$ cat src/rtl/rumble_request_scheduler_top_defines.svh
// Assertion macros for the rumble request scheduler.
// Used by rumble_request_scheduler_top; expects clk and arst_n in scope.
`ifndef RUMBLE_REQUEST_SCHEDULER_TOP_DEFINES_SVH
`define RUMBLE_REQUEST_SCHEDULER_TOP_DEFINES_SVH

// Check cons in the same cycle as ante.
`define RRS_ASSERT_SAME(label, ante, cons, msg) \
	label: assert property (@(posedge clk) disable iff (!arst_n) (ante) |-> (cons)) \
		else $error(msg);

// Check cons in the cycle after ante.
`define RRS_ASSERT_NEXT(label, ante, cons, msg) \
	label: assert property (@(posedge clk) disable iff (!arst_n) (ante) |=> (cons)) \
		else $error(msg);

`endif

$ cat src/rtl/rrs_pkg.sv
`timescale 1ns / 1ps
// Shared types and constants for the rumble request scheduler.
// No dependencies; used by every module of the block.
package rrs_pkg;

	localparam int DEF_REQUEST_SLOTS = 64;

	localparam int LEVEL_W   = 8;
	localparam int SLOT_W    = 6;
	localparam int FUNC_W    = 2;
	localparam int ON_W      = 16;
	localparam int OFF_W     = 3;
	localparam int MODE_W    = 2;
	localparam int CFG_IDX_W = 1;
	localparam int CFG_DAT_W = 16;

	// Input functions
	localparam logic [FUNC_W-1:0] FUNC_TICK     = 2'd0;
	localparam logic [FUNC_W-1:0] FUNC_LOAD_SLOT = 2'd1;
	localparam logic [FUNC_W-1:0] FUNC_LOAD_OVR = 2'd2;
	localparam logic [FUNC_W-1:0] FUNC_RESTART  = 2'd3;

	// Configuration register indexes
	localparam logic [CFG_IDX_W-1:0] CFG_UPDATE_EN = 1'd0;
	localparam logic [CFG_IDX_W-1:0] CFG_MAX_ON    = 1'd1;

	// Scheduler modes
	localparam logic [MODE_W-1:0] MODE_INITIAL = 2'd0;
	localparam logic [MODE_W-1:0] MODE_RUNNING = 2'd1;
	localparam logic [MODE_W-1:0] MODE_WIPE    = 2'd2;

	localparam logic [OFF_W-1:0] OFF_LIMIT    = 3'd5;
	localparam logic [ON_W-1:0]  ON_SAT       = 16'hFFFF;
	localparam logic [ON_W-1:0]  MAX_ON_RESET = 16'd7200;

	typedef struct packed {
		logic [LEVEL_W-1:0] level;
		logic [LEVEL_W-1:0] hold;
		logic [LEVEL_W-1:0] step;
		logic [LEVEL_W-1:0] accum;
	} slot_rec_t;

	typedef struct packed {
		logic shift;
		logic clear;
	} cell_ctl_t;

endpackage

$ cat src/rtl/rumble_request_scheduler_top.sv
// Rumble request scheduler: a ring of slot cells swept by one shared advance unit.
// Depends on rrs_pkg, rrs_cell, rrs_adv and rumble_request_scheduler_top_defines.svh.
// A running tick stays busy through the ring sweep, override and finish steps; its
// result is strobed in the next cycle. Other ticks and loads never go busy.
// The ring rotates one slot per cycle in the sweep; start is ignored while busy.
// Reset: asynchronous, clears every slot and counter, updates enabled, limit 7200.
`timescale 1ns / 1ps
`include "rumble_request_scheduler_top_defines.svh"
module rumble_request_scheduler_top #(
	parameter int REQUEST_SLOTS = rrs_pkg::DEF_REQUEST_SLOTS
) (
	input  logic                            clk,
	input  logic                            arst_n,
	// command channel
	input  logic                            start,
	output logic                            busy,
	input  logic [rrs_pkg::FUNC_W-1:0]      func,
	input  logic [rrs_pkg::SLOT_W-1:0]      slot,
	input  logic [rrs_pkg::LEVEL_W-1:0]     intensity,
	input  logic [rrs_pkg::LEVEL_W-1:0]     hold_ticks,
	input  logic [rrs_pkg::LEVEL_W-1:0]     decay_step,
	// configuration write channel
	input  logic                            cfg_valid,
	output logic                            cfg_ready,
	input  logic [rrs_pkg::CFG_IDX_W-1:0]   cfg_index,
	input  logic [rrs_pkg::CFG_DAT_W-1:0]   cfg_data,
	// result strobe
	output logic                            done,
	output logic                            motor_on,
	output logic [rrs_pkg::LEVEL_W-1:0]     level,
	output logic                            wiped
);

	localparam int CNT_W = (REQUEST_SLOTS > 1) ? $clog2(REQUEST_SLOTS) : 1;
	localparam logic [CNT_W-1:0] CNT_LAST = CNT_W'(REQUEST_SLOTS - 1);

	// Sequencer states
	localparam logic [1:0] S_IDLE  = 2'd0;
	localparam logic [1:0] S_SWEEP = 2'd1;
	localparam logic [1:0] S_OVR   = 2'd2;
	localparam logic [1:0] S_FIN   = 2'd3;

	logic [1:0]                    state_q;
	logic [CNT_W-1:0]              cnt_q;
	logic                          found_q;
	logic [rrs_pkg::LEVEL_W-1:0]   best_q;
	logic                          tick_motor_q;
	rrs_pkg::slot_rec_t            ovr_q;
	logic                          upd_en_q;
	logic [rrs_pkg::ON_W-1:0]      max_on_q;
	logic [rrs_pkg::ON_W-1:0]      on_q;
	logic [rrs_pkg::OFF_W-1:0]     off_q;
	logic [rrs_pkg::MODE_W-1:0]    mode_q;
	logic                          done_q;
	logic                          res_motor_q;
	logic [rrs_pkg::LEVEL_W-1:0]   res_level_q;
	logic                          res_wiped_q;

	logic                          acc;
	logic                          clear_all;
	rrs_pkg::cell_ctl_t            cell_ctl;
	rrs_pkg::slot_rec_t            load_rec;
	rrs_pkg::slot_rec_t            cell_q   [REQUEST_SLOTS];
	rrs_pkg::slot_rec_t            cell_nbr [REQUEST_SLOTS];
	logic [REQUEST_SLOTS-1:0]      load_en;
	rrs_pkg::slot_rec_t            adv_in;
	rrs_pkg::slot_rec_t            adv_out;
	logic                          adv_carry;
	logic                          adv_live;

	// finish-stage values
	logic [rrs_pkg::LEVEL_W-1:0]   fin_level;
	logic [rrs_pkg::OFF_W-1:0]     off_inc;
	logic [rrs_pkg::ON_W-1:0]      on_inc;

	assign busy      = (state_q != S_IDLE);
	assign cfg_ready = ~busy;
	assign acc       = start & ~busy;

	// Restart clears; so does any enabled tick that is not a running tick.
	assign clear_all = acc & ((func == rrs_pkg::FUNC_RESTART) |
		((func == rrs_pkg::FUNC_TICK) & upd_en_q & (mode_q != rrs_pkg::MODE_RUNNING)));

	assign cell_ctl.shift = (state_q == S_SWEEP);
	assign cell_ctl.clear = clear_all;

	assign load_rec = '{level: intensity, hold: hold_ticks, step: decay_step, accum: '0};

	// Ring of slot cells: cell 0 feeds the advance unit, whose result re-enters at the
	// tail, so after REQUEST_SLOTS shifts every slot sits back at its own cell.
	for (genvar gi = 0; gi < REQUEST_SLOTS; gi++) begin : g_cell
		if (gi == REQUEST_SLOTS - 1) begin : g_tail
			assign cell_nbr[gi] = adv_out;
		end else begin : g_link
			assign cell_nbr[gi] = cell_q[gi+1];
		end

		// slot indexes beyond the ring simply never match
		assign load_en[gi] = acc & (func == rrs_pkg::FUNC_LOAD_SLOT) &
			(32'(slot) == 32'(gi));

		rrs_cell u_cell (
			.clk      (clk),
			.arst_n   (arst_n),
			.ctl      (cell_ctl),
			.load_en  (load_en[gi]),
			.load_rec (load_rec),
			.nbr      (cell_nbr[gi]),
			.q        (cell_q[gi])
		);
	end

	// One advance unit, shared by the slot sweep and the override step.
	assign adv_in = (state_q == S_OVR) ? ovr_q : cell_q[0];

	rrs_adv u_adv (
		.rec_in  (adv_in),
		.rec_out (adv_out),
		.carry   (adv_carry),
		.live    (adv_live)
	);

	// Override slot
	always_ff @(posedge clk or negedge arst_n) begin
		if (!arst_n) begin
			ovr_q <= '0;
		end else if (clear_all) begin
			ovr_q <= '0;
		end else if (acc && (func == rrs_pkg::FUNC_LOAD_OVR)) begin
			// keep the accumulator across a load
			ovr_q.level <= intensity;
			ovr_q.hold  <= hold_ticks;
			ovr_q.step  <= decay_step;
		end else if (state_q == S_OVR) begin
			ovr_q <= adv_out;
		end
	end

	// Level selection and rumble-time counters for the finish step.
	always_comb begin
		// a live override wins; otherwise the strongest slot (zero if none)
		fin_level = (ovr_q.level != '0) ? ovr_q.level : best_q;
		off_inc   = off_q + 1'b1;
		on_inc    = (on_q != rrs_pkg::ON_SAT) ? (on_q + 1'b1) : on_q;
	end

	always_ff @(posedge clk or negedge arst_n) begin
		if (!arst_n) begin
			state_q      <= S_IDLE;
			cnt_q        <= '0;
			found_q      <= 1'b0;
			best_q       <= '0;
			tick_motor_q <= 1'b0;
			upd_en_q     <= 1'b1;
			max_on_q     <= rrs_pkg::MAX_ON_RESET;
			on_q         <= '0;
			off_q        <= '0;
			mode_q       <= rrs_pkg::MODE_INITIAL;
			done_q       <= 1'b0;
			res_motor_q  <= 1'b0;
			res_level_q  <= '0;
			res_wiped_q  <= 1'b0;
		end else begin
			done_q <= 1'b0;

			// Configuration transactions are only offered while idle.
			if (cfg_valid && cfg_ready) begin
				unique case (cfg_index)
					rrs_pkg::CFG_UPDATE_EN: upd_en_q <= cfg_data[0];
					rrs_pkg::CFG_MAX_ON:    max_on_q <= cfg_data;
					default: ;
				endcase
			end

			unique case (state_q)
				S_IDLE: begin
					if (acc) begin
						unique case (func)
							rrs_pkg::FUNC_RESTART: begin
								mode_q   <= rrs_pkg::MODE_INITIAL;
								upd_en_q <= 1'b1;
								on_q     <= '0;
								off_q    <= '0;
							end
							rrs_pkg::FUNC_TICK: begin
								if (!upd_en_q) begin
									// updates off: motor off, no state change
									done_q      <= 1'b1;
									res_motor_q <= 1'b0;
									res_level_q <= '0;
									res_wiped_q <= (mode_q == rrs_pkg::MODE_WIPE);
								end else if (mode_q == rrs_pkg::MODE_WIPE) begin
									// wipe: drop everything, stay latched
									on_q        <= '0;
									off_q       <= '0;
									done_q      <= 1'b1;
									res_motor_q <= 1'b0;
									res_level_q <= '0;
									res_wiped_q <= 1'b1;
								end else if (mode_q == rrs_pkg::MODE_INITIAL) begin
									// first tick: clear, then an empty running tick
									mode_q      <= rrs_pkg::MODE_RUNNING;
									on_q        <= '0;
									off_q       <= rrs_pkg::OFF_W'(1);
									done_q      <= 1'b1;
									res_motor_q <= 1'b0;
									res_level_q <= '0;
									res_wiped_q <= 1'b0;
								end else begin
									// running: sweep the ring
									state_q      <= S_SWEEP;
									cnt_q        <= '0;
									found_q      <= 1'b0;
									best_q       <= '0;
									tick_motor_q <= 1'b0;
								end
							end
							default: ;
						endcase
					end
				end
				S_SWEEP: begin
					// strict compare keeps the earlier slot on ties
					if (adv_live && (!found_q || (best_q < adv_out.level))) begin
						found_q      <= 1'b1;
						best_q       <= adv_out.level;
						tick_motor_q <= adv_carry;
					end
					if (cnt_q == CNT_LAST) begin
						state_q <= S_OVR;
					end else begin
						cnt_q <= cnt_q + 1'b1;
					end
				end
				S_OVR: begin
					// a live override drives the motor even if it decays to zero
					if (adv_live) begin
						tick_motor_q <= adv_carry;
					end
					state_q <= S_FIN;
				end
				S_FIN: begin
					if (fin_level == '0) begin
						if (off_inc > rrs_pkg::OFF_LIMIT) begin
							on_q  <= '0;
							off_q <= rrs_pkg::OFF_LIMIT;
						end else begin
							off_q <= off_inc;
						end
						res_wiped_q <= 1'b0;
					end else begin
						off_q <= '0;
						on_q  <= on_inc;
						if (on_inc > max_on_q) begin
							mode_q <= rrs_pkg::MODE_WIPE;
						end
						res_wiped_q <= (on_inc > max_on_q);
					end
					done_q      <= 1'b1;
					res_motor_q <= tick_motor_q;
					res_level_q <= fin_level;
					state_q     <= S_IDLE;
				end
				default: state_q <= S_IDLE;
			endcase
		end
	end

	assign done     = done_q;
	assign motor_on = res_motor_q;
	assign level    = res_level_q;
	assign wiped    = res_wiped_q;

	// Sweep ends after the last slot and hands over to the override step.
	`RRS_ASSERT_NEXT(a_sweep_to_ovr, (state_q == S_SWEEP) && (cnt_q == CNT_LAST),
		state_q == S_OVR, "ring sweep did not end at the last slot")
	// Every finish step delivers exactly one result.
	`RRS_ASSERT_NEXT(a_fin_done, state_q == S_FIN, done,
		"finish step produced no result")
	// A zero selected level can only come with a zero motor carry.
	`RRS_ASSERT_SAME(a_zero_level_off, done && (level == '0), !motor_on,
		"motor on with zero selected level")

endmodule

$ cat src/rtl/rrs_cell.sv
`timescale 1ns / 1ps
// One request slot of the scheduler ring: holds a slot record and hands it on.
// Depends on rrs_pkg.
module rrs_cell (
	input  logic               clk,
	input  logic               arst_n,
	input  rrs_pkg::cell_ctl_t ctl,
	input  logic               load_en,
	input  rrs_pkg::slot_rec_t load_rec,
	input  rrs_pkg::slot_rec_t nbr,
	output rrs_pkg::slot_rec_t q
);

	rrs_pkg::slot_rec_t rec_q;

	always_ff @(posedge clk or negedge arst_n) begin
		if (!arst_n) begin
			rec_q <= '0;
		end else if (ctl.clear) begin
			rec_q <= '0;
		end else if (load_en) begin
			// keep the accumulator across a load
			rec_q.level <= load_rec.level;
			rec_q.hold  <= load_rec.hold;
			rec_q.step  <= load_rec.step;
		end else if (ctl.shift) begin
			rec_q <= nbr;
		end
	end

	assign q = rec_q;

endmodule

$ cat src/rtl/rrs_adv.sv
`timescale 1ns / 1ps
// Slot advance unit: hold countdown, saturating decay and PWM accumulate.
// Depends on rrs_pkg.
module rrs_adv (
	input  rrs_pkg::slot_rec_t rec_in,
	output rrs_pkg::slot_rec_t rec_out,
	output logic               carry,
	output logic               live
);

	logic [rrs_pkg::LEVEL_W:0] sum;
	rrs_pkg::slot_rec_t        nxt;

	always_comb begin
		nxt  = rec_in;
		live = (rec_in.level != '0);
		if (rec_in.hold != '0) begin
			nxt.hold = rec_in.hold - 1'b1;
		end else if (rec_in.level > rec_in.step) begin
			nxt.level = rec_in.level - rec_in.step;
		end else begin
			nxt.level = '0;
		end
		sum = {1'b0, rec_in.accum} + {1'b0, nxt.level};
		nxt.accum = sum[rrs_pkg::LEVEL_W-1:0];
		// an empty slot stays untouched
		rec_out = live ? nxt : rec_in;
		carry   = live & sum[rrs_pkg::LEVEL_W];
	end

endmodule
$ cat config.mk
export PLATFORM = sky130hd
export DESIGN_NAME = rumble_request_scheduler_top
export DESIGN_NICKNAME = d
export VERILOG_FILES = /design/src/rtl/rrs_pkg.sv /design/src/rtl/rumble_request_scheduler_top.sv /design/src/rtl/rrs_cell.sv /design/src/rtl/rrs_adv.sv
export VERILOG_INCLUDE_DIRS = /design/src /design/src/rtl
export SDC_FILE = /design/constraint.sdc
export NUM_CORES = 2
export LEC_CHECK = 0
export BUFFER_PORTS_ARGS = -buffer_cell sky130_fd_sc_hd__buf_2
export CAP_MARGIN = 20
export CELL_PAD_IN_SITES_DETAIL_PLACEMENT = 0
export CELL_PAD_IN_SITES_GLOBAL_PLACEMENT = 1
export CORE_MARGIN = 1
export CORE_UTILIZATION = 45
export CTS_CLUSTER_DIAMETER = 30
export DETAILED_ROUTE_END_ITERATION = 10
export PLACE_DENSITY_LB_ADDON = 0.1
export SLEW_MARGIN = 15
export SYNTH_ARGS = -nofsm -noshare
export SYNTH_HDL_FRONTEND = slang
export SYNTH_SLANG_ARGS = --single-unit
$ cat constraint.sdc
create_clock -name clk -period 6.14 [get_ports clk]
set_input_delay 0.307 -clock clk [delete_from_list [all_inputs] [get_ports clk]]
set_output_delay 0.307 -clock clk [all_outputs]
set_load 0.02 [all_outputs]
# [After elaboration in Yosys (flattened, before gate mapping)]
# Index checks and enable logic that the tools add are counted.
[word_totals] reg_bits=2147 input_bits=53 elab_cells=1021
[classes] addsub=6 n_lt_le_gt_ge=4 eq_ne=156 muxes=351 bitwise=72 reduce_logical=158
[ops] op="two-way mux 32 bit" count=132
[ops] op="two-way mux 24 bit" count=65
[ops] op="two-way mux 8 bit" count=80
[ops] op="equality test 6 bit, second input constant" count=33
[ops] op="nonzero test 3 bit" count=66
[ops] op="!= test 2 bit, second input constant" count=74
[ops] op="AND reduction 2 bit" count=66
[ops] op="two-way mux 16 bit" count=7
[ops] op="equality test 6 x 5 -> 1 bit, second input constant" count=16
[ops] op="AND 1 bit" count=70
[ops] op="one-hot mux 16 bit (2 select lines)" count=2
[ops] op="equality test 6 x 4 -> 1 bit, second input constant" count=8
[ops] op="two-way mux 6 bit" count=6
[ops] op="one-hot mux 8 bit (2 select lines)" count=2
[ops] op="two-way mux 1 bit" count=28
[ops] op="equality test 6 x 3 -> 1 bit, second input constant" count=4
[ops] op="two-way mux 2 bit" count=12
[ops] op="nonzero test 8 bit" count=3
[ops] op="two-way mux 3 bit" count=6
[ops] op="adder 16 x 1 -> 16 bit, second input constant" count=1
[ops] op="> comparator 16 bit" count=1
[ops] op="!= test 16 bit, second input constant" count=1
[ops] op="AND reduction 8 bit" count=2
[ops] op="!= test 3 bit, second input constant" count=5
[ops] op="other kinds (33)" count=57

# [Longest topological paths before layout]
[logic_depth] word_depth=12 depth_mapped=25 ltp_nobuf=21

# [Cells and area by module]
# A second synthesis with hierarchy kept.
[hier_totals] cells_unflattened=9282 area_unflattened_um2=115434.5
[by_module_without_submodules] module="rrs_cell" instances=64 cells_each=131 area_per_inst_um2=1682.9 seq_area_each_um2=800.8
[by_module_without_submodules] module="rumble_request_scheduler_top" instances=1 cells_each=725 area_per_inst_um2=6525.0 seq_area_each_um2=2483.6
[by_module_without_submodules] module="rrs_adv" instances=1 cells_each=173 area_per_inst_um2=1206.2 seq_area_each_um2=0.0

# [Least setup slack after synthesis]
# No wires, ideal clock.
[synth_timing] path_kind="register -> register" start="reg state_q[0]" end="reg tick_motor_q" setup_time_ps=127 arrival_time_ps=5405 t_required_ps=6013 setup_slack_ps=607 path_stages_with_launch=26 period_less_slack_ps=5533 path_cell_list="dfrtp_1 > inv_1 > ha_1 > buf_6 > buf_8 > buf_2 > buf_2 > mux2_2 > ha_1 > fa_1 > a21boi_0 > o32ai_1 > a211oi_2 > o21ai_2 > buf_6 > or2_1 > o21ai_1 > nand2_1 > ha_1 > a21o_1 > a21o_1 > a21o_1 > a211oi_1 > nand2b_1 > nand4_1 > mux2_1"
[synth_via] elab_chain_len=11 word_cells_on_any_way=31
[synth_rtl] item="start: declaration" line="rumble_request_scheduler_top.sv:43" text="logic [1:0] state_q;"
[synth_rtl] item="start signal: assignment" line="rumble_request_scheduler_top.sv:149" text="state_q <= S_IDLE;"
[synth_rtl] item="start signal: assignment" line="rumble_request_scheduler_top.sv:211" text="state_q <= S_SWEEP;"
[synth_rtl] item="start signal: assignment" line="rumble_request_scheduler_top.sv:230" text="state_q <= S_OVR;"
[synth_rtl] item="equality test 2 bit" line="rumble_request_scheduler_top.sv:114, rumble_request_scheduler_top.sv:175"
[synth_rtl] item="two-way mux 32 bit" line="rumble_request_scheduler_top.sv:114" text="assign adv_in = (state_q == S_OVR) ? ovr_q : cell_q[0];"
[synth_rtl] item="subtractor 8 bit or > comparator 8 bit (tied branches)" line="rrs_adv.sv:20, rrs_adv.sv:19"
[synth_rtl] item="two-way mux 8 bit" line="rrs_adv.sv:19" text="end else if (rec_in.level > rec_in.step) begin"
[synth_rtl] item="two-way mux 8 bit" line="rrs_adv.sv:17" text="if (rec_in.hold != '0) begin"
[synth_rtl] item="two-way mux 32 bit" line="rrs_adv.sv:27" text="rec_out = live ? nxt : rec_in;"
[synth_rtl] item="less-than comparator 8 bit" line="rumble_request_scheduler_top.sv:224" text="if (adv_live && (!found_q || (best_q < adv_out.level))) begin"
[synth_rtl] item="logical OR 1 bit" line="rumble_request_scheduler_top.sv:224"
[synth_rtl] item="logical AND 1 bit" line="rumble_request_scheduler_top.sv:224"
[synth_rtl] item="!= test 2 x 1 -> 1 bit (no line)"
[synth_rtl] item="AND reduction 8 bit (no line)"
[synth_rtl] item="end signal: assignment" line="rumble_request_scheduler_top.sv:227" text="tick_motor_q <= adv_carry;"
[synth_rtl] item="end signal: assignment" line="rumble_request_scheduler_top.sv:238" text="tick_motor_q <= adv_carry;"
[synth_rtl] item="end: declaration" line="rumble_request_scheduler_top.sv:47" text="logic tick_motor_q;"
# Parallel ways exist; a longest one is shown, timed or not. The select of a mux whose other input is x is not followed.
# A chain may end at the register's enable or synchronous reset.

# [Worst setup path after layout]
[layout_timing] start="reg state_q[0]" end="reg best_q[4] in the netlist's numbering"
[layout_via] elab_chain_len=11 word_cells_on_any_way=27
[layout_rtl] item="equality test 2 bit" line="rumble_request_scheduler_top.sv:114"
[layout_rtl] item="two-way mux 32 bit" line="rumble_request_scheduler_top.sv:114"
[layout_rtl] item="subtractor 8 bit or > comparator 8 bit (tied branches)" line="rrs_adv.sv:20, rrs_adv.sv:19"
[layout_rtl] item="two-way mux 8 bit" line="rrs_adv.sv:19"
[layout_rtl] item="two-way mux 8 bit" line="rrs_adv.sv:17"
[layout_rtl] item="two-way mux 32 bit" line="rrs_adv.sv:27"
[layout_rtl] item="less-than comparator 8 bit" line="rumble_request_scheduler_top.sv:224"
[layout_rtl] item="logical OR 1 bit" line="rumble_request_scheduler_top.sv:224"
[layout_rtl] item="logical AND 1 bit" line="rumble_request_scheduler_top.sv:224"
[layout_rtl] item="!= test 2 x 1 -> 1 bit (no line)"
[layout_rtl] item="AND reduction 7 bit (no line)"
[layout_rtl] item="end signal: assignment" line="rumble_request_scheduler_top.sv:226" text="best_q <= adv_out.level;"
[layout_rtl] item="end: declaration" line="rumble_request_scheduler_top.sv:46" text="logic [rrs_pkg::LEVEL_W-1:0] best_q;"
# Parallel ways exist; a longest one is shown, timed or not. The select of a mux whose other input is x is not followed.

==> flow_metrics.env <==
export IMPL_synth_cell_types=78
export IMPL_rsz0062_at_grt="no"
export IMPL_timing_rr_end="best_q[4]"
export IMPL_max_slew_margin_pct=19.2
export IMPL_nets=10116
export IMPL_synth_compound_area_share_pct=15.4
export IMPL_worst_setup_path_start_kind="flop"
export IMPL_synthAdderAreaFrac_pct=0.650
export IMPL_cts_setup_buffers=0
export IMPL_dieArea_um2=229000
export IMPL_ys_async_sr_fraction_pct=100
export IMPL_area_delta_synth_final_pct=21.3
export IMPL_worst_hold_slack_ns=0.0384
export IMPL_ir_worst_vdd_v=0.000483
export IMPL_finalClockSkew_ns=0.0402
export IMPL_cap_violations=0
export IMPL_synth_ff_type="dfrtp_1"
export IMPL_pwr_density_cell_nw_per_um2=577
export IMPL_pre_cts_ws_ns=0.504
export IMPL_synth_enable_flop_cells=0
export IMPL_final_cells=13420
export IMPL_worst_path_stages=20
export IMPL_htreeDepth=6
export IMPL_fmax_mhz=177
export IMPL_cp_startpoint="state_q[0]"
export IMPL_cts_tree="done"
export IMPL_clockRootBuffer="clkbuf_16"
export IMPL_hold_path_class="in2async"
export IMPL_seq_area_frac_synth_pct=52.5
export IMPL_drtPass1Iterations=6
export IMPL_cp_common_cell="a21o_1"
export IMPL_dp_hpwl_mm=163
export IMPL_numPortBuffers=65
export IMPL_viasPerCell=5.67
export IMPL_drv_slew=0
export IMPL_worstPathRequired_ns=6.93
export IMPL_vias=76131
export IMPL_drive_gt1_share_pct=12.4
export IMPL_drc=0
export IMPL_gp_congestion=0.850
export IMPL_yosysWarningCount=0
export IMPL_path_cells="inv_1, ha_4, mux2_2, ha_1, fa_1, a21boi_0, o32ai_1, a211oi_2, o21ai_2, or2_1, o21ai_1, nand2_1, ha_1, a21o_1, a21o_1, a21o_1, a211oi_1, nand2b_1, nand3_2, a22o_1"
export IMPL_setup_ws_ns=0.477
export IMPL_clock_latency_ns=0.92
export IMPL_layout_min_cycle_time_ns=5.66
export IMPL_final_hold_viol_count=0
export IMPL_p_leak_nw=55.4
export IMPL_avgSynthCellArea_um2=10.1
export IMPL_cp_data_arrival_time_ns=6.45
export IMPL_slowest_delay_ns=0.51
export IMPL_reg2reg_depth=20
export IMPL_yosys_area_share_simple_pct=11.7
export IMPL_clk_pin_slew_ns=0.04
export IMPL_period_share_pct=92.2
export IMPL_synth_top_family_by_area="multiplexers"
export IMPL_core_area_um2=226000
export IMPL_timing_critical_path_to="best_q[4]"
export IMPL_placed_cells=12415
export IMPL_ys_ff_latch=2147
export IMPL_rrSetupSlack_ns=0.48
export IMPL_clock_sinks=2147
export IMPL_setup_tns_ns=0
export IMPL_grt_pass1_vias=77740
export IMPL_globalRoute_totalOverflow=0
export IMPL_synth_xor_xnor_area_share_pct=0.291
export IMPL_r2r_start="state_q[0]"
export IMPL_synth_fp_nets=10270
export IMPL_antenna_found_initial=7
export IMPL_endpoint_kind="flop"
export IMPL_cts_made_buffers=559
export IMPL_die_w_um=479
export IMPL_crit_path_max_fanout=18
export IMPL_fp_dieH_um=479
export IMPL_start_util_pct=45.4
export IMPL_route_detailed_wl_per_inst_um=20.6
export IMPL_first_iter_violations=5665
export IMPL_critical_path_slowest_cell="fa_1"
export IMPL_tightest_slew_ns=1.21
export IMPL_crit_family="compound AO/OA/AOI/OAI gates"
export IMPL_grt_max_degree=233
export IMPL_outcome="finished, final reports clean"
export IMPL_num_rows=174
export IMPL_postRouteAntennaNets=0
export IMPL_synthCells=10165
export IMPL_io_pins=66
export IMPL_grt_pass1_wl_mm=450
export IMPL_grtUsageTotal_pct=24.0
export IMPL_netlist_area_um2=102000
export IMPL_setup_violations=0
export IMPL_post_synth_mux_area_share_pct=15.5
export IMPL_cp_num_buf_inv=1
export IMPL_clock_path_buffers=4
export IMPL_critPathKind="reg2reg"
export IMPL_wirelength_mm=276
export IMPL_power_mw=71.7
[power by group]
part           total [mW]  switching (mW)  internal, mW
Sequential           23.0            3.49          19.5
Combinational        19.5            10.8          8.72
Clock                29.2            8.56          20.7
[through the flow]
step	area, um^2	utilization, %
floorplan	102000	-
CTS	124000	55.1
global route	124000	55.1
global placement	105000	46.6
detailed placement	105000	46.6
finish	124000	55.1
[cell usage after synthesis (all sizes together), types with 22 or more instances]
cell type / number / area share, %
a211oi: 1525 / 11
nor3: 22 / 0.11
mux2: 36 / 0.40
dfrtp: 2142 / 52
o21ai: 71 / 0.35
clkbuf: 828 / 3.0
ha: 50 / 0.61
nand2: 958 / 3.5
buf: 188 / 0.78
mux2i: 1540 / 15
nor2: 1571 / 5.8
nand3: 335 / 1.6
inv: 41 / 0.15
a21oi: 612 / 3.0
a22o: 22 / 0.19
[timing repair]
item | CTS | global route
endpoints found under the hold margin | 502 | 0
gates resized for setup | 0 | 0
hold buffers | 26 | 0
[area by class of cell]
type,instances,area [um^2]
Antenna cell,3,7.51
Clock inverter,207,2950
Sequential cell,2147,53700
Fill cell,19410,101000
Multi-Input combinational cell,6961,44900
Inverter,41,154
Timing Repair Buffer,301,2780
Clock buffer,768,16000
Tap cell,2992,3740
[registers in the layout, summed over array words and instances (netlist names)]
name,count
ovr_q,32
level,8
wiped,1
mode_q,2
done,1
off_q,3
best_q,8
cnt_q,6
g_cell.u_cell.q,2048
tick_motor_q,1
max_on_q,16
motor_on,1
found_q,1
state_q,2
on_q,16
upd_en_q,1
[per-layer routing]
layer	global-route usage, %	part of all wire, %
met1	35.0	48
met2	36.6	45
met3	3.88	4.2
met4	7.44	2.4
met5	0	0.0025
[worst min-delay path by stage]
stage,from,end,slack [ns]
final,arst_n,g_cell[15].u_cell.q[25],0.04
after global routing,arst_n,g_cell[6].u_cell.q[11],0.06
after CTS,func[1],done,0.003
after detailed placement,arst_n,g_cell[15].u_cell.q[25],0.38
after global placement,arst_n,g_cell[15].u_cell.q[25],0.38
after floorplan,arst_n,best_q[0],0.01
[cell families (layout without fill, tap and decap cells)]
| kind of cell | after synthesis | in the layout |
|---|---|---|
| and+or+nand+nor | 2982 | 2982 |
| AOI/OAI and AO/OA | 2317 | 2317 |
| DFF | 2147 | 2147 |
| muxes | 1576 | 1576 |
| buffers and inverters | 1057 | 1317 |
| adders and majority gates | 52 | 52 |
| xor gates and xnor gates | 34 | 34 |
| other | 0 | 3 |
[cells in the final DEF (no fill, tap or decap), drive strengths merged, types with 12 or more instances in the layout]
cell type,synthesis,final
xnor2,17,17
dlygate4sd3,0,26
a21o,13,13
o211ai,14,14
nand2,958,958
nor2,1571,1571
nor2b,12,12
buf,188,275
dfrtp,2142,2142
a22o,22,22
a21oi,612,612
bufinv,0,64
mux2,36,36
nand4,12,12
inv,41,60
clkbuf,828,768
ha,50,50
clkinvlp,0,22
xor2,17,17
clkinv,0,102
mux2i,1540,1540
o21ai,71,71
nand3,335,335
nor3,22,22
nand2b,15,15
o31ai,16,16
a211oi,1525,1525
Note: power is estimated with default switching activity, not from simulation.
